File: config.mk
export PLATFORM = sky130hd
export DESIGN_NAME = slcan_line_receiver_core
export DESIGN_NICKNAME = d
export VERILOG_FILES = /design/src/rtl/slcan_lr_pkg.sv /design/src/rtl/slcan_lr_front.sv /design/src/rtl/slcan_lr_fifo.sv /design/src/rtl/slcan_lr_back.sv /design/src/rtl/slcan_line_receiver_core.sv
export SDC_FILE = /design/constraint.sdc
export NUM_CORES = 1
export LEC_CHECK = 0
export ABC_AREA = 1
export BUFFER_PORTS_ARGS = -buffer_cell sky130_fd_sc_hd__buf_2
export CORE_MARGIN = 3
export CORE_UTILIZATION = 40
export CTS_CLUSTER_SIZE = 10
export DETAILED_ROUTE_END_ITERATION = 10
export GPL_TIMING_DRIVEN = 0
export PLACE_DENSITY = 0.64
export SLEW_MARGIN = 10
export SYNTH_ARGS = -nofsm -noshare
export SYNTH_HDL_FRONTEND = slang
export SYNTH_SLANG_ARGS = --single-unit
File: constraint.sdc
create_clock -name aclk -period 6.18 [get_ports aclk]
set_input_delay 0.927 -clock aclk [delete_from_list [all_inputs] [get_ports aclk]]
set_output_delay 0.927 -clock aclk [all_outputs]
set_load 0.01 [all_outputs]
File: src/rtl/slcan_lr_pkg.sv
package slcan_lr_pkg;

    // ASCII codes the parser keys on
    localparam logic [7:0] CHAR_T    = 8'h74;
    localparam logic [7:0] CHAR_O    = 8'h4F;
    localparam logic [7:0] CHAR_C    = 8'h43;
    localparam logic [7:0] CHAR_CR   = 8'h0D;
    localparam logic [7:0] CHAR_ZERO = 8'h30;

    // Frame layout: 't', three ID digits, one DLC digit
    localparam logic [4:0] MIN_SPAN      = 5'd5;
    localparam logic [4:0] POS_SAT       = 5'd31;
    localparam logic [4:0] POS_ID_FIRST  = 5'd1;
    localparam logic [4:0] POS_ID_LAST   = 5'd3;
    localparam logic [4:0] POS_DLC       = 5'd4;
    localparam logic [4:0] MIN_FRAME_RST = 5'd21;

    typedef enum logic [1:0] {
        KIND_OTHER  = 2'd0,
        KIND_STATUS = 2'd1,
        KIND_OPEN   = 2'd2,
        KIND_CLOSE  = 2'd3
    } kind_t;

    typedef enum logic [2:0] {
        REASON_NONE    = 3'd0,
        REASON_NO_T    = 3'd1,
        REASON_SHORT   = 3'd2,
        REASON_BAD_DLC = 3'd3,
        REASON_BAD_HEX = 3'd4
    } reason_t;

    // One received byte after classification
    typedef struct packed {
        logic       is_cr;
        logic       is_t;
        kind_t      kind;
        logic       hex_ok;
        logic [3:0] hex_val;
        logic       dlc_ok;
        logic [3:0] dlc_val;
    } char_item_t;

    // Hex digit decode: bit 4 flags a valid digit
    function automatic logic [4:0] hex_decode(input logic [7:0] c);
        logic [4:0] r;
        r = 5'd0;
        if (c >= 8'h30 && c <= 8'h39) begin
            r = {1'b1, c[3:0]};
        end else if ((c >= 8'h61 && c <= 8'h66) || (c >= 8'h41 && c <= 8'h46)) begin
            r = {1'b1, c[3:0] + 4'd9};
        end
        return r;
    endfunction

endpackage

File: src/rtl/slcan_lr_front.sv
module slcan_lr_front #(
    parameter int MAX_DATA_BYTES = 8
) (
    input  logic                     s_valid,
    output logic                     s_ready,
    input  logic [7:0]               s_rx_byte,
    output logic                     push_valid,
    input  logic                     push_ready,
    output slcan_lr_pkg::char_item_t push_item
);

    logic [4:0] hex_dec;
    logic [7:0] dlc_diff;

    // Classify the incoming byte in the same cycle it is offered
    always_comb begin
        hex_dec  = slcan_lr_pkg::hex_decode(s_rx_byte);
        dlc_diff = s_rx_byte - slcan_lr_pkg::CHAR_ZERO;

        push_item.is_cr   = (s_rx_byte == slcan_lr_pkg::CHAR_CR);
        push_item.is_t    = (s_rx_byte == slcan_lr_pkg::CHAR_T);
        push_item.hex_ok  = hex_dec[4];
        push_item.hex_val = hex_dec[3:0];
        push_item.dlc_ok  = (dlc_diff <= 8'(MAX_DATA_BYTES));
        push_item.dlc_val = dlc_diff[3:0];

        if (s_rx_byte == slcan_lr_pkg::CHAR_T) begin
            push_item.kind = slcan_lr_pkg::KIND_STATUS;
        end else if (s_rx_byte == slcan_lr_pkg::CHAR_O) begin
            push_item.kind = slcan_lr_pkg::KIND_OPEN;
        end else if (s_rx_byte == slcan_lr_pkg::CHAR_C) begin
            push_item.kind = slcan_lr_pkg::KIND_CLOSE;
        end else begin
            push_item.kind = slcan_lr_pkg::KIND_OTHER;
        end
    end

    assign push_valid = s_valid;
    assign s_ready    = push_ready;

endmodule

File: src/rtl/slcan_lr_fifo.sv
module slcan_lr_fifo (
    input  logic                     aclk,
    input  logic                     aresetn,
    input  logic                     push_valid,
    output logic                     push_ready,
    input  slcan_lr_pkg::char_item_t push_item,
    output logic                     pop_valid,
    input  logic                     pop_ready,
    output slcan_lr_pkg::char_item_t pop_item
);

    // Two-entry queue between classifier and parser
    slcan_lr_pkg::char_item_t slot_reg [2];
    logic       wr_ptr_reg, wr_ptr_next;
    logic       rd_ptr_reg, rd_ptr_next;
    logic [1:0] count_reg, count_next;
    logic       push_fire, pop_fire;

    assign push_ready = (count_reg != 2'd2);
    assign pop_valid  = (count_reg != 2'd0);
    assign pop_item   = slot_reg[rd_ptr_reg];
    assign push_fire  = push_valid && push_ready;
    assign pop_fire   = pop_valid && pop_ready;

    always_comb begin
        wr_ptr_next = push_fire ? ~wr_ptr_reg : wr_ptr_reg;
        rd_ptr_next = pop_fire ? ~rd_ptr_reg : rd_ptr_reg;
        count_next  = count_reg;
        if (push_fire && !pop_fire) begin
            count_next = count_reg + 2'd1;
        end else if (!push_fire && pop_fire) begin
            count_next = count_reg - 2'd1;
        end
    end

    always_ff @(posedge aclk) begin
        if (!aresetn) begin
            wr_ptr_reg <= 1'b0;
            rd_ptr_reg <= 1'b0;
            count_reg  <= 2'd0;
        end else begin
            wr_ptr_reg <= wr_ptr_next;
            rd_ptr_reg <= rd_ptr_next;
            count_reg  <= count_next;
        end
    end

    always_ff @(posedge aclk) begin
        if (push_fire) begin
            slot_reg[wr_ptr_reg] <= push_item;
        end
    end

endmodule

File: src/rtl/slcan_lr_back.sv
module slcan_lr_back #(
    parameter int MAX_DATA_BYTES = 8
) (
    input  logic                     aclk,
    input  logic                     aresetn,
    input  logic [4:0]               min_frame_chars,
    input  logic                     pop_valid,
    output logic                     pop_ready,
    input  slcan_lr_pkg::char_item_t pop_item,
    output logic                     m_valid,
    input  logic                     m_ready,
    output logic                     m_frame_valid,
    output logic [11:0]              m_can_id,
    output logic [3:0]               m_dlc,
    output logic [63:0]              m_payload,
    output logic [1:0]               m_line_kind,
    output logic [2:0]               m_reject_reason,
    output logic                     m_channel_open
);

    localparam int DATA_W  = 8 * MAX_DATA_BYTES;
    localparam int NIBBLES = 2 * MAX_DATA_BYTES;

    // Line parse state
    logic                line_start_reg, line_start_next;
    slcan_lr_pkg::kind_t kind_reg, kind_next;
    logic                seen_t_reg, seen_t_next;
    logic [4:0]          pos_reg, pos_next;
    logic [11:0]         id_reg, id_next;
    logic [3:0]          dlc_reg, dlc_next;
    logic [DATA_W-1:0]   data_reg, data_next;
    logic                hex_err_reg, hex_err_next;
    logic                dlc_err_reg, dlc_err_next;
    logic                chan_reg, chan_next;

    // Result register
    logic                    m_valid_reg, m_valid_next;
    logic                    out_frame_valid_reg, out_frame_valid_next;
    logic [11:0]             out_can_id_reg, out_can_id_next;
    logic [3:0]              out_dlc_reg, out_dlc_next;
    logic [63:0]             out_payload_reg, out_payload_next;
    slcan_lr_pkg::kind_t     out_kind_reg, out_kind_next;
    slcan_lr_pkg::reason_t   out_reason_reg, out_reason_next;
    logic                    out_chan_reg, out_chan_next;

    logic                  out_free, pop_fire, cr_fire;
    logic [4:0]            data_off, nib_sel, need;
    logic [3:0]            byte_idx;
    logic                  in_data;
    logic [5:0]            span_need;
    slcan_lr_pkg::reason_t reason;

    // A line end needs the result register free; other bytes never wait
    assign out_free  = !m_valid_reg || m_ready;
    assign pop_ready = !pop_item.is_cr || out_free;
    assign pop_fire  = pop_valid && pop_ready;
    assign cr_fire   = pop_fire && pop_item.is_cr;

    // Data digit addressing
    assign data_off = pos_reg - slcan_lr_pkg::MIN_SPAN;
    assign byte_idx = data_off[4:1];
    assign nib_sel  = {byte_idx, ~data_off[0]};
    assign in_data  = (pos_reg >= slcan_lr_pkg::MIN_SPAN) && !dlc_err_reg
                      && (byte_idx < dlc_reg);

    // Reject reason, first applicable wins
    always_comb begin
        need      = (min_frame_chars < slcan_lr_pkg::MIN_SPAN) ? slcan_lr_pkg::MIN_SPAN
                                                               : min_frame_chars;
        span_need = 6'(slcan_lr_pkg::MIN_SPAN) + {1'b0, dlc_reg, 1'b0};
        if (!seen_t_reg) begin
            reason = slcan_lr_pkg::REASON_NO_T;
        end else if (pos_reg < need) begin
            reason = slcan_lr_pkg::REASON_SHORT;
        end else if (dlc_err_reg) begin
            reason = slcan_lr_pkg::REASON_BAD_DLC;
        end else if ({1'b0, pos_reg} < span_need) begin
            reason = slcan_lr_pkg::REASON_SHORT;
        end else if (hex_err_reg) begin
            reason = slcan_lr_pkg::REASON_BAD_HEX;
        end else begin
            reason = slcan_lr_pkg::REASON_NONE;
        end
    end

    // Per-byte state update
    always_comb begin
        line_start_next = line_start_reg;
        kind_next       = kind_reg;
        seen_t_next     = seen_t_reg;
        pos_next        = pos_reg;
        id_next         = id_reg;
        dlc_next        = dlc_reg;
        data_next       = data_reg;
        hex_err_next    = hex_err_reg;
        dlc_err_next    = dlc_err_reg;
        chan_next       = chan_reg;

        m_valid_next         = (m_valid_reg && m_ready) ? 1'b0 : m_valid_reg;
        out_frame_valid_next = out_frame_valid_reg;
        out_can_id_next      = out_can_id_reg;
        out_dlc_next         = out_dlc_reg;
        out_payload_next     = out_payload_reg;
        out_kind_next        = out_kind_reg;
        out_reason_next      = out_reason_reg;
        out_chan_next        = out_chan_reg;

        if (pop_fire && !pop_item.is_cr) begin
            if (line_start_reg) begin
                line_start_next = 1'b0;
                kind_next       = pop_item.kind;
            end
            if (!seen_t_reg) begin
                if (pop_item.is_t) begin
                    seen_t_next = 1'b1;
                    pos_next    = slcan_lr_pkg::POS_ID_FIRST;
                end
            end else begin
                if (pos_reg >= slcan_lr_pkg::POS_ID_FIRST
                        && pos_reg <= slcan_lr_pkg::POS_ID_LAST) begin
                    if (!pop_item.hex_ok) begin
                        hex_err_next = 1'b1;
                    end else begin
                        id_next = {id_reg[7:0], pop_item.hex_val};
                    end
                end else if (pos_reg == slcan_lr_pkg::POS_DLC) begin
                    if (!pop_item.dlc_ok) begin
                        dlc_err_next = 1'b1;
                    end else begin
                        dlc_next = pop_item.dlc_val;
                    end
                end else if (in_data) begin
                    if (!pop_item.hex_ok) begin
                        hex_err_next = 1'b1;
                    end else begin
                        for (int n = 0; n < NIBBLES; n++) begin
                            if (nib_sel == 5'(n)) begin
                                data_next[4*n +: 4] = data_reg[4*n +: 4] | pop_item.hex_val;
                            end
                        end
                    end
                end
                if (pos_reg != slcan_lr_pkg::POS_SAT) begin
                    pos_next = pos_reg + 5'd1;
                end
            end
        end

        // Line end: apply the command, load the result, start a new line
        if (cr_fire) begin
            if (kind_reg == slcan_lr_pkg::KIND_OPEN) begin
                chan_next = 1'b1;
            end else if (kind_reg == slcan_lr_pkg::KIND_CLOSE) begin
                chan_next = 1'b0;
            end

            m_valid_next         = 1'b1;
            out_frame_valid_next = (reason == slcan_lr_pkg::REASON_NONE);
            out_can_id_next      = (reason == slcan_lr_pkg::REASON_NONE) ? id_reg : 12'd0;
            out_dlc_next         = (reason == slcan_lr_pkg::REASON_NONE) ? dlc_reg : 4'd0;
            out_payload_next     = (reason == slcan_lr_pkg::REASON_NONE) ? 64'(data_reg)
                                                                         : 64'd0;
            out_kind_next        = kind_reg;
            out_reason_next      = reason;
            out_chan_next        = chan_next;

            line_start_next = 1'b1;
            kind_next       = slcan_lr_pkg::KIND_OTHER;
            seen_t_next     = 1'b0;
            pos_next        = 5'd0;
            id_next         = 12'd0;
            dlc_next        = 4'd0;
            data_next       = '0;
            hex_err_next    = 1'b0;
            dlc_err_next    = 1'b0;
        end
    end

    always_ff @(posedge aclk) begin
        if (!aresetn) begin
            line_start_reg <= 1'b1;
            kind_reg       <= slcan_lr_pkg::KIND_OTHER;
            seen_t_reg     <= 1'b0;
            pos_reg        <= 5'd0;
            id_reg         <= 12'd0;
            dlc_reg        <= 4'd0;
            data_reg       <= '0;
            hex_err_reg    <= 1'b0;
            dlc_err_reg    <= 1'b0;
            chan_reg       <= 1'b1;
            m_valid_reg    <= 1'b0;
        end else begin
            line_start_reg <= line_start_next;
            kind_reg       <= kind_next;
            seen_t_reg     <= seen_t_next;
            pos_reg        <= pos_next;
            id_reg         <= id_next;
            dlc_reg        <= dlc_next;
            data_reg       <= data_next;
            hex_err_reg    <= hex_err_next;
            dlc_err_reg    <= dlc_err_next;
            chan_reg       <= chan_next;
            m_valid_reg    <= m_valid_next;
        end
    end

    // Result payload, no reset needed
    always_ff @(posedge aclk) begin
        out_frame_valid_reg <= out_frame_valid_next;
        out_can_id_reg      <= out_can_id_next;
        out_dlc_reg         <= out_dlc_next;
        out_payload_reg     <= out_payload_next;
        out_kind_reg        <= out_kind_next;
        out_reason_reg      <= out_reason_next;
        out_chan_reg        <= out_chan_next;
    end

    assign m_valid         = m_valid_reg;
    assign m_frame_valid   = out_frame_valid_reg;
    assign m_can_id        = out_can_id_reg;
    assign m_dlc           = out_dlc_reg;
    assign m_payload       = out_payload_reg;
    assign m_line_kind     = out_kind_reg;
    assign m_reject_reason = out_reason_reg;
    assign m_channel_open  = out_chan_reg;

`ifndef SYNTH
    // An accepted frame carries no reject reason and a legal length
    a_valid_no_reason: assert property (@(posedge aclk) disable iff (!aresetn)
        m_valid_reg && out_frame_valid_reg |->
            out_reason_reg == slcan_lr_pkg::REASON_NONE
            && out_dlc_reg <= 4'(MAX_DATA_BYTES))
        else $error("accepted frame with reject reason or oversize dlc");

    // A rejected line shows zeroed frame fields
    a_reject_zero: assert property (@(posedge aclk) disable iff (!aresetn)
        m_valid_reg && !out_frame_valid_reg |->
            out_can_id_reg == 12'd0 && out_dlc_reg == 4'd0 && out_payload_reg == 64'd0)
        else $error("rejected line with nonzero frame fields");

    // Frame position only advances once a 't' was seen
    a_pos_needs_t: assert property (@(posedge aclk) disable iff (!aresetn)
        !seen_t_reg |-> pos_reg == 5'd0)
        else $error("frame position moved without a 't'");

    // Every consumed line end produces a pending result
    a_cr_loads: assert property (@(posedge aclk) disable iff (!aresetn)
        cr_fire |=> m_valid_reg && line_start_reg)
        else $error("line end did not load a result");
`endif

endmodule

File: src/rtl/slcan_line_receiver_core.sv
// Channel   Handshake             Payload
// s_        s_valid / s_ready     s_rx_byte (8)
// m_        m_valid / m_ready     frame_valid, can_id, dlc, payload, line_kind,
//                                 reject_reason, channel_open
// cfg_      cfg_valid / cfg_ready cfg_data (5) = min_frame_chars
//
// One byte per cycle unless a carriage return waits on the output register:
// a classifier feeds a two-entry queue, the parser takes one byte per cycle.
// A carriage return passes the queue, then loads the output register.
// A carriage return waits in the queue only while the output register holds
// a result that has not been taken; s_ready drops once one more byte has
// queued behind that waiting carriage return.
// Reset (aresetn low, synchronous) clears the line state, opens the channel
// flag and sets min_frame_chars to 21. cfg_ready is always high.
module slcan_line_receiver_core #(
    parameter int MAX_DATA_BYTES = 8
) (
    input  logic        aclk,
    input  logic        aresetn,
    input  logic        s_valid,
    output logic        s_ready,
    input  logic [7:0]  s_rx_byte,
    output logic        m_valid,
    input  logic        m_ready,
    output logic        m_frame_valid,
    output logic [11:0] m_can_id,
    output logic [3:0]  m_dlc,
    output logic [63:0] m_payload,
    output logic [1:0]  m_line_kind,
    output logic [2:0]  m_reject_reason,
    output logic        m_channel_open,
    input  logic        cfg_valid,
    output logic        cfg_ready,
    input  logic [4:0]  cfg_data
);

    logic                     push_valid, push_ready;
    slcan_lr_pkg::char_item_t push_item;
    logic                     pop_valid, pop_ready;
    slcan_lr_pkg::char_item_t pop_item;
    logic [4:0]               min_frame_reg;

    // Configuration register
    assign cfg_ready = 1'b1;

    always_ff @(posedge aclk) begin
        if (!aresetn) begin
            min_frame_reg <= slcan_lr_pkg::MIN_FRAME_RST;
        end else if (cfg_valid && cfg_ready) begin
            min_frame_reg <= cfg_data;
        end
    end

    slcan_lr_front #(
        .MAX_DATA_BYTES (MAX_DATA_BYTES)
    ) u_front (
        .s_valid    (s_valid),
        .s_ready    (s_ready),
        .s_rx_byte  (s_rx_byte),
        .push_valid (push_valid),
        .push_ready (push_ready),
        .push_item  (push_item)
    );

    slcan_lr_fifo u_fifo (
        .aclk       (aclk),
        .aresetn    (aresetn),
        .push_valid (push_valid),
        .push_ready (push_ready),
        .push_item  (push_item),
        .pop_valid  (pop_valid),
        .pop_ready  (pop_ready),
        .pop_item   (pop_item)
    );

    slcan_lr_back #(
        .MAX_DATA_BYTES (MAX_DATA_BYTES)
    ) u_back (
        .aclk            (aclk),
        .aresetn         (aresetn),
        .min_frame_chars (min_frame_reg),
        .pop_valid       (pop_valid),
        .pop_ready       (pop_ready),
        .pop_item        (pop_item),
        .m_valid         (m_valid),
        .m_ready         (m_ready),
        .m_frame_valid   (m_frame_valid),
        .m_can_id        (m_can_id),
        .m_dlc           (m_dlc),
        .m_payload       (m_payload),
        .m_line_kind     (m_line_kind),
        .m_reject_reason (m_reject_reason),
        .m_channel_open  (m_channel_open)
    );

endmodule

==> metrics.yaml, run 1 <==
clocking:
  post-cts-setup-buffers: 0
  clockRootBuffer: "clkbuf_16"
  clockBufferDepth: 3
  clk_pin_slew_ns: 0.06
  htreeDepth: 1
  cts_made_buffers: 26
  clk_latency_ns: 0.52
  clkSinkCount: 218
  cts_tree: "done"
  holdBufCountCts: 0
  postCtsResizedCells: 0
cells_and_area:
  ff_latch_area_mm2: 0.00552
  drive_gt1_share_pct: 16.4
  fin_area_mm2: 0.0109
  fillerInstances: 2072
  antennaDiodeCount: 0
  area_growth_pct: 18.3
  num-nets-final: 1126
  multiInputGateArea_mm2: 0.00293
global_route:
  antenna_found_initial: 0
  grt_max_degree: 65
  grtUsageMet2_pct: 26.9
  globalRouteOverflowTotal: 0
  grt_busiest_layer: "met2"
  grt_pass1_wl_um: 33500
  use_met3_pct: 2.93
  grt_pass1_vias: 6460
  grt_util_all_layers_pct: 16.7
  use_met1_pct: 23.7
timing:
  rsz0062_at_grt: "false"
  fin_ws_ns: 2.90
  hold_viol_final: 0
  period_minus_slack_ns: 3.28
  max_clock_freq_mhz: 305
  tightest_slew_ns: 0.755
  final.setup_skew_ns: 0.0112
  relSlewSlack_pct: 49.6
  drv_slew: 0
  finalSetupViolations: 0
  fin_crit_sh_pct: 53.0
  fin_setup_tns_ns: 0
pwr:
  power.internal_mw: 2.88
  p_sw_share_pct: 31.6
  p_leak_nw: 4.05
  peakVddDrop_mv: 0.214
  pwr-share-seq_pct: 44.0
  p_sw_mw: 1.33
  p_per_area_mw_per_mm2: 387
  pwr-share-clk_pct: 32.6
  pwr-share-comb_pct: 23.3
route:
  drt_iter0_markers: 477
  drtPass1Iterations: 5
  dr_total_vias: 6971
  drt.antenna.violating_nets: 0
  via_per_inst: 5.03
  drt-total-wl_um: 21100
  routedWlPerCell_um: 15.2
  drc: 0
yosys:
  syn_avg_cell_area_um2: 9.70
  ys_warn_count: 0
  syn_area_mm2: 0.00921
  synth_seq_cells: 218
  seq_area_frac_synth_pct: 59.9
  ys_types: 35
  syn_inst: 950
  syn_nets: 991
critical_path:
  cp_max_fo: 10
  ff2ff_setup_slack_ns: 2.90
  crit_arrival_ns: 3.73
  start_kind: "flop"
  crit_required_ns: 6.63
  end_kind: "flop"
  worst-setup-path-type: "reg -> reg"
placed_design:
  io_buffers: 106
  dp_hpwl_um: 14900
  place_ws_ns: 3.00
  place_congestion: 0.862
  placed_cell_area_mm2: 0.0101
die:
  initial_core_util_pct: 41.4
  die-area_mm2: 0.0249
  pin_count: 108
  fp.dieW_um: 158
  die_h_um: 158
  core_area_mm2: 0.0222
  fp-row-count: 54
status:
  outcome: "complete, no violations"
hold_path:
  hp-class: "reg -> reg"
run:
  maxCapViolCount: 0
power by group through the flow:
stage | Combinational [mW] | Sequential [mW] | Clock [mW]
4_1_cts | 0.992 | 1.86 | 1.41
3_3_place_gp | 0.951 | 1.90 | 0
3_5_place_dp | 0.989 | 1.89 | 0
6_report | 0.983 | 1.86 | 1.38
2_1_floorplan | 0.528 | 1.97 | 0
5_1_grt | 1.09 | 1.88 | 1.47
metrics by stage:
stage / hold WS, ns / utilization [%] / cells / power, mW
after global routing: 0.466 / 49.0 / 1385 / 4.44
after floorplan: 0.408 / - / 950 / 2.50
final: 0.429 / 49.0 / 1385 / 4.22
after CTS: 0.431 / 49.0 / 1385 / 4.26
after global placement: 0.414 / 45.4 / 1336 / 2.85
after detailed placement: 0.418 / 45.5 / 1337 / 2.88
final cells by class:
class	instances	share of cell area (%)
plain buffers	46	2.24
clock buffers	46	6.95
clock inverters	2	0.103
inverters	140	4.84
multi-input cells	546	26.9
flip-flops and latches	218	50.6
well taps	280	3.21
repair buffers	107	5.12
logic make-up after synthesis:
kind of cell,count (synthesis),share of synthesized area [%]
buffers and inverters,186,8.35
flip-flops,218,59.9
XOR/XNOR,4,0.380
AND/OR/NAND/NOR,355,18.6
multiplexers,1,0.109
adder cells (fa/ha/maj),23,3.12
AO/OA/AOI/OAI,162,9.56
other,1,0.0407
path summary, 6_finish.rpt:
kind	end	cells after the start	startpoint
max	u_back.data_reg[5]	15	u_back.pos_reg[1]
min	u_back.m_line_kind[1]	0	u_back.kind_reg[1]
max reg2reg	u_back.data_reg[5]	15	u_back.pos_reg[1]
min reg2reg	u_back.m_line_kind[1]	0	u_back.kind_reg[1]
Yosys cell counts (all sizes together):
| master | count | area share [%] |
|---|---|---|
| a211oi | 3 | 0.24 |
| a21oi | 103 | 5.6 |
| buf | 21 | 1.6 |
| clkbuf | 25 | 1.0 |
| conb | 1 | 0.041 |
| dfxtp | 103 | 22 |
| edfxtp | 115 | 37 |
| ha | 23 | 3.1 |
| inv | 140 | 5.7 |
| mux2i | 1 | 0.11 |
| nand2 | 116 | 4.9 |
| nand3 | 63 | 3.5 |
| nand3b | 2 | 0.16 |
| nand4 | 39 | 2.6 |
| nor2 | 42 | 2.0 |
| nor3 | 91 | 5.3 |
| nor4 | 1 | 0.068 |
| o21ai | 37 | 2.2 |
| o21bai | 19 | 1.5 |
| or2 | 1 | 0.068 |
| xnor2 | 1 | 0.095 |
| xor2 | 3 | 0.29 |
placed cells by master, fill, tap and decap left out, drive strengths merged, types with 3 or more instances in the layout:
cell / count
nor2: 42
ha: 23
a21oi: 103
dfxtp: 103
o21bai: 19
nand2: 116
xor2: 3
nand3: 63
inv: 141
nand4: 39
a211oi: 3
o21ai: 37
nor3: 91
edfxtp: 115
buf: 128
clkbuf: 71
layer usage:
metal,up-vias,part of all wire [%],wire length (µm)
met5,-,0,0
met4,0,1.3,276
met3,20,5.8,1220
met2,185,46,9630
met1,3235,47,9980
li1,3531,-,-
critical path: stages, from the launching register on:
cell and delay, ns:
dfxtp_1 0.52, inv_1 0.20, ha_1 0.26, inv_1 0.07
nand2_2 0.07, nand2_1 0.06, nand2_1 0.06, nand2_2 0.19
inv_2 0.11, ha_1 0.34, a21oi_1 0.15, nand2_1 0.10
nor3_4 0.54, buf_6 0.22, nand4_1 0.15, a21oi_1 0.17
Note: power is estimated with default switching activity, not from simulation.
==> inputs of run 2 (changes only) <==
Clock period 6.18 ns to 3.3 ns, I/O delays scaled along.
==> metrics.yaml, run 2 (synthesized netlist as in run 1, its figures left out) <==
timing:
  final.setup_skew_ns: 0.0129
  fin_crit_sh_pct: 90.9
  finalSetupViolations: 0
  relSlewSlack_pct: 49.6
  rsz0062_at_grt: "false"
  fin_setup_tns_ns: 0
  drv_slew: 0
  max_clock_freq_mhz: 333
  hold_viol_final: 0
  fin_ws_ns: 0.301
  tightest_slew_ns: 0.756
  period_minus_slack_ns: 3.00
  whs_ns: 0.201
global_route:
  grt_busiest_layer: "met2"
  grt_pass1_wl_um: 33500
  antenna_found_initial: 0
  globalRouteOverflowTotal: 0
  grtUsageMet2_pct: 26.9
  grt_util_all_layers_pct: 16.7
  grt_max_degree: 65
  use_met1_pct: 23.7
  use_met3_pct: 2.93
  grt_pass1_vias: 6460
die:
  fp-row-count: 54
  die_h_um: 158
  pin_count: 108
  fp.dieW_um: 158
  initial_core_util_pct: 41.4
  die-area_mm2: 0.0249
  core_area_mm2: 0.0222
route:
  drc: 0
  dr_total_vias: 6967
  drt.antenna.violating_nets: 0
  via_per_inst: 5.02
  drt-total-wl_um: 21100
  drt_iter0_markers: 481
  drtPass1Iterations: 6
  routedWlPerCell_um: 15.2
critical_path:
  crit_arrival_ns: 3.37
  r2r-end: "u_back.data_reg[47]"
  start_kind: "flop"
  worst-setup-path-type: "reg -> reg"
  end_kind: "flop"
  startpoint: "u_back.pos_reg[0]"
  reg2reg_depth: 16
  ff2ff_setup_slack_ns: 0.30
  r2r_start: "u_back.pos_reg[0]"
  cp_max_fo: 10
  crit_end: "u_back.data_reg[47]"
  crit_required_ns: 3.68
clocking:
  cts_made_buffers: 26
  clk_latency_ns: 0.52
  holdBufCountCts: 0
  clkSinkCount: 218
  clockBufferDepth: 3
  htreeDepth: 1
  clk_pin_slew_ns: 0.06
  clockRootBuffer: "clkbuf_16"
  cts_tree: "done"
cells_and_area:
  drive_gt1_share_pct: 16.7
  fin_area_mm2: 0.0109
  num-nets-final: 1128
  antennaDiodeCount: 0
  fillerInstances: 2068
  layout_common_cells: "inv_1, edfxtp_1, buf_2"
  area_growth_pct: 18.6
  final_common_cell: "inv_1"
  post-route-util_pct: 49.2
pwr:
  peakVddDrop_mv: 0.402
  p_per_area_mw_per_mm2: 723
  p_leak_nw: 4.06
placed_design:
  place_ws_ns: 0.121
  dp_hpwl_um: 14900
  placed_cell_area_mm2: 0.0101
  io_buffers: 106
  place_congestion: 0.862
status:
  outcome: "complete, no violations"
hold_path:
  holdPathStages: 3
  hp-class: "in -> reg"
run:
  maxCapViolCount: 0
## run 2: changes by cell type in the layout (fill, tap and decap cells not counted), sizes merged
cell | previous run | this run
buf | 128 | 130
## run 2: layout make-up
class | count | area (µm²) | share of cell area [%]
well taps | 280 | 350 | 3.21
multi-input cells | 546 | 2930 | 26.8
clock buffers | 46 | 757 | 6.93
repair buffers | 109 | 586 | 5.36
plain buffers | 46 | 245 | 2.24
inverters | 140 | 528 | 4.83
clock inverters | 2 | 11.3 | 0.103
flip-flops and latches | 218 | 5520 | 50.5
## run 2: what timing repair did
item	in CTS	in global routing
resized for setup	0	3
buffers inserted	0	2
setup endpoints to repair	0	62
## run 2: per-layer routing
layer	wire length, µm	part of all wire [%]	up-vias
met1	9980	47	3229
met2	9580	45	183
met4	304	1.4	0
met3	1230	5.8	24
li1	-	-	3531
met5	0	0	-
## run 2: worst min-delay path by stage
stage | startpoint | end
floorplan | u_back.kind_reg[1] | u_back.m_line_kind[1]
global placement | u_back.kind_reg[1] | u_back.m_line_kind[1]
detailed placement | u_back.kind_reg[1] | u_back.m_line_kind[1]
CTS | cfg_data[2] | min_frame_reg[2]
global route | s_rx_byte[3] | u_fifo.slot_reg[0][3]
finish | cfg_data[2] | min_frame_reg[2]
## run 2: power breakdown
part | total, mW | switching (mW) | internal, mW
clock | 2.58 | 1.04 | 1.54
combinational | 1.84 | 1.33 | 0.509
sequential | 3.48 | 0.124 | 3.35
total | 7.90 | 2.50 | 5.40
## run 2: worst max-delay path, cell delays in order, from the launching register on
cell and delay (ns):
dfxtp_1 0.51, inv_2 0.15, ha_1 0.26, inv_1 0.07
nand2_2 0.06, nand2_1 0.06, nand2_1 0.06, nand2_2 0.19
inv_2 0.11, ha_1 0.24, nor2_1 0.09, nand2_1 0.06
a21oi_1 0.18, nand3_1 0.28, clkbuf_2 0.29, o21bai_1 0.18
a21oi_1 0.08
## run 2: per-stage QoR
step                      std cells  power (mW)
after floorplan                 950        4.68
after global routing           1387        8.32
after global placement         1336        5.34
after detailed placement       1337        5.39
final                          1387        7.90
after CTS                      1385        7.98
==> inputs of run 3 (changes only) <==
Settings changed: CAP_MARGIN set to 20, CELL_PAD_IN_SITES_DETAIL_PLACEMENT set to 1, CELL_PAD_IN_SITES_GLOBAL_PLACEMENT set to 2, CORE_UTILIZATION 40 to 37, PLACE_DENSITY 0.64 to 0.86.
==> metrics.yaml, run 3 (synthesized netlist as in run 1, its figures left out) <==
status:
  outcome: "complete, no violations"
hold_path:
  hp-class: "in -> reg"
cells_and_area:
  final_common_cell: "inv_1"
  drive_gt1_share_pct: 16.8
  layout_common_cells: "inv_1, edfxtp_1, buf_2"
  antennaDiodeCount: 0
  fillerInstances: 2830
  num-nets-final: 1131
  area_growth_pct: 19.4
timing:
  hold_viol_final: 0
  rsz0062_at_grt: "false"
  drv_slew: 0
  tightest_slew_ns: 0.746
  fin_setup_tns_ns: 0
  whs_ns: 0.193
  fin_ws_ns: 0.362
  fin_crit_sh_pct: 89.0
  max_clock_freq_mhz: 340
  final.setup_skew_ns: 0.0104
  period_minus_slack_ns: 2.94
  relSlewSlack_pct: 50.2
  finalSetupViolations: 0
critical_path:
  max_stage_delay_ns: 0.42
  path_common_cell: "nand2_1"
  crit_required_ns: 3.66
  crit_family: "simple AND/OR/NAND/NOR gates"
  start_kind: "flop"
  cp_max_fo: 10
  end_kind: "flop"
  crit_arrival_ns: 3.29
  crit_buf_inv: 4
  worst-setup-path-type: "reg -> reg"
  crit_slowest_cell: "dfxtp_2"
  worstPathCellList: "inv_1 > ha_1 > inv_1 > nand2_2 > nand2_1 > nand2_1 > nand2_2 > inv_2 > ha_1 > nor2_1 > nand2_1 > a21oi_1 > nand3_2 > clkbuf_2 > o21bai_1 > a21oi_1"
placed_design:
  place_congestion: 0.861
  dp_hpwl_um: 17300
  io_buffers: 106
  place_ws_ns: -0.0121
route:
  drt.antenna.violating_nets: 0
  routedWlPerCell_um: 16.5
  drtPass1Iterations: 4
  via_per_inst: 4.92
  drc: 0
  drt_iter0_markers: 433
  dr_total_vias: 7049
  drt-total-wl_um: 23700
pwr:
  p_sw_mw: 2.53
  power.internal_mw: 5.40
  peakVddDrop_mv: 0.385
  pwr-share-seq_pct: 43.8
  p_per_area_mw_per_mm2: 722
  power_mw: 7.94
  pwr-share-comb_pct: 23.9
  p_sw_share_pct: 31.9
  p_leak_nw: 4.07
  pwr-share-clk_pct: 32.3
die:
  core_area_mm2: 0.0244
  fp.dieW_um: 164
  die_h_um: 164
  pin_count: 108
  die-area_mm2: 0.0268
  initial_core_util_pct: 37.8
  fp-row-count: 57
clocking:
  clk_latency_ns: 0.52
  clk_pin_slew_ns: 0.05
  cts_made_buffers: 26
  clkSinkCount: 218
  holdBufCountCts: 0
  htreeDepth: 1
  clockRootBuffer: "clkbuf_16"
  clockBufferDepth: 3
  cts_tree: "done"
global_route:
  antenna_found_initial: 0
  grt_pass1_vias: 7081
  grt_max_degree: 63
  grt_util_all_layers_pct: 17.5
  globalRouteOverflowTotal: 0
  grt_pass1_wl_um: 37400
run:
  maxCapViolCount: 0
[run 3: final cells by class]
type | instances | area (µm²) | area share (%)
Sequential cell | 218 | 5520 | 50.2
Multi-Input combinational cell | 546 | 2930 | 26.7
Clock buffer | 46 | 757 | 6.88
Timing Repair Buffer | 112 | 603 | 5.48
Inverter | 140 | 528 | 4.80
Tap cell | 324 | 405 | 3.69
Buffer | 46 | 245 | 2.23
Clock inverter | 2 | 7.51 | 0.0683
[run 3: power groups by stage]
stage                     registers [mW]  clock network, mW  logic, mW
after CTS                           3.49               2.65       1.93
after global placement              3.55                  0       1.82
after floorplan                     3.69                  0      0.988
after global routing                3.52               2.77       2.12
final                               3.48               2.56       1.89
after detailed placement            3.54                  0       1.92
[run 3: worst min-delay path, cell delays in order]
cell,delay [ns]
buf_2,0.08
nand2_1,0.04
nand3_1,0.06
[run 3: metrics by stage]
| step | util, % | instance area, µm² | cells |
|---|---|---|---|
| 6_report | 45.1 | 11000 | 1434 |
| 5_1_grt | 45.1 | 11000 | 1434 |
| 4_1_cts | 45.0 | 11000 | 1431 |
| 3_5_place_dp | 41.8 | 10200 | 1383 |
| 3_3_place_gp | 41.6 | 10100 | 1380 |
| 2_1_floorplan | - | 9210 | 950 |
[run 3: timing repair]
action / CTS / global route
resized for setup: 0 / 5
buffers inserted: 0 / 3
endpoints found under the setup margin: 7 / 63
pin swaps: 1 / 1
[run 3: final timing paths]
kind / slack (ns) / to / startpoint / cells past startpoint
hold / removal: 0.19 / min_frame_reg[2] / cfg_data[2] / 3
setup / recovery: 0.36 / u_back.data_reg[43] / u_back.pos_reg[1] / 16
hold reg to reg: 0.44 / u_back.m_line_kind[1] / u_back.kind_reg[1] / 0
setup reg to reg: 0.36 / u_back.data_reg[43] / u_back.pos_reg[1] / 16
[run 3: per-layer routing]
layer	part of all wire [%]	track usage, %	vias to the layer above
met1	47	23.3	3388
met2	48	30.4	114
met4	1.3	3.58	0
li1	-	-	3525
met3	3.7	2.70	22
met5	0	0	-
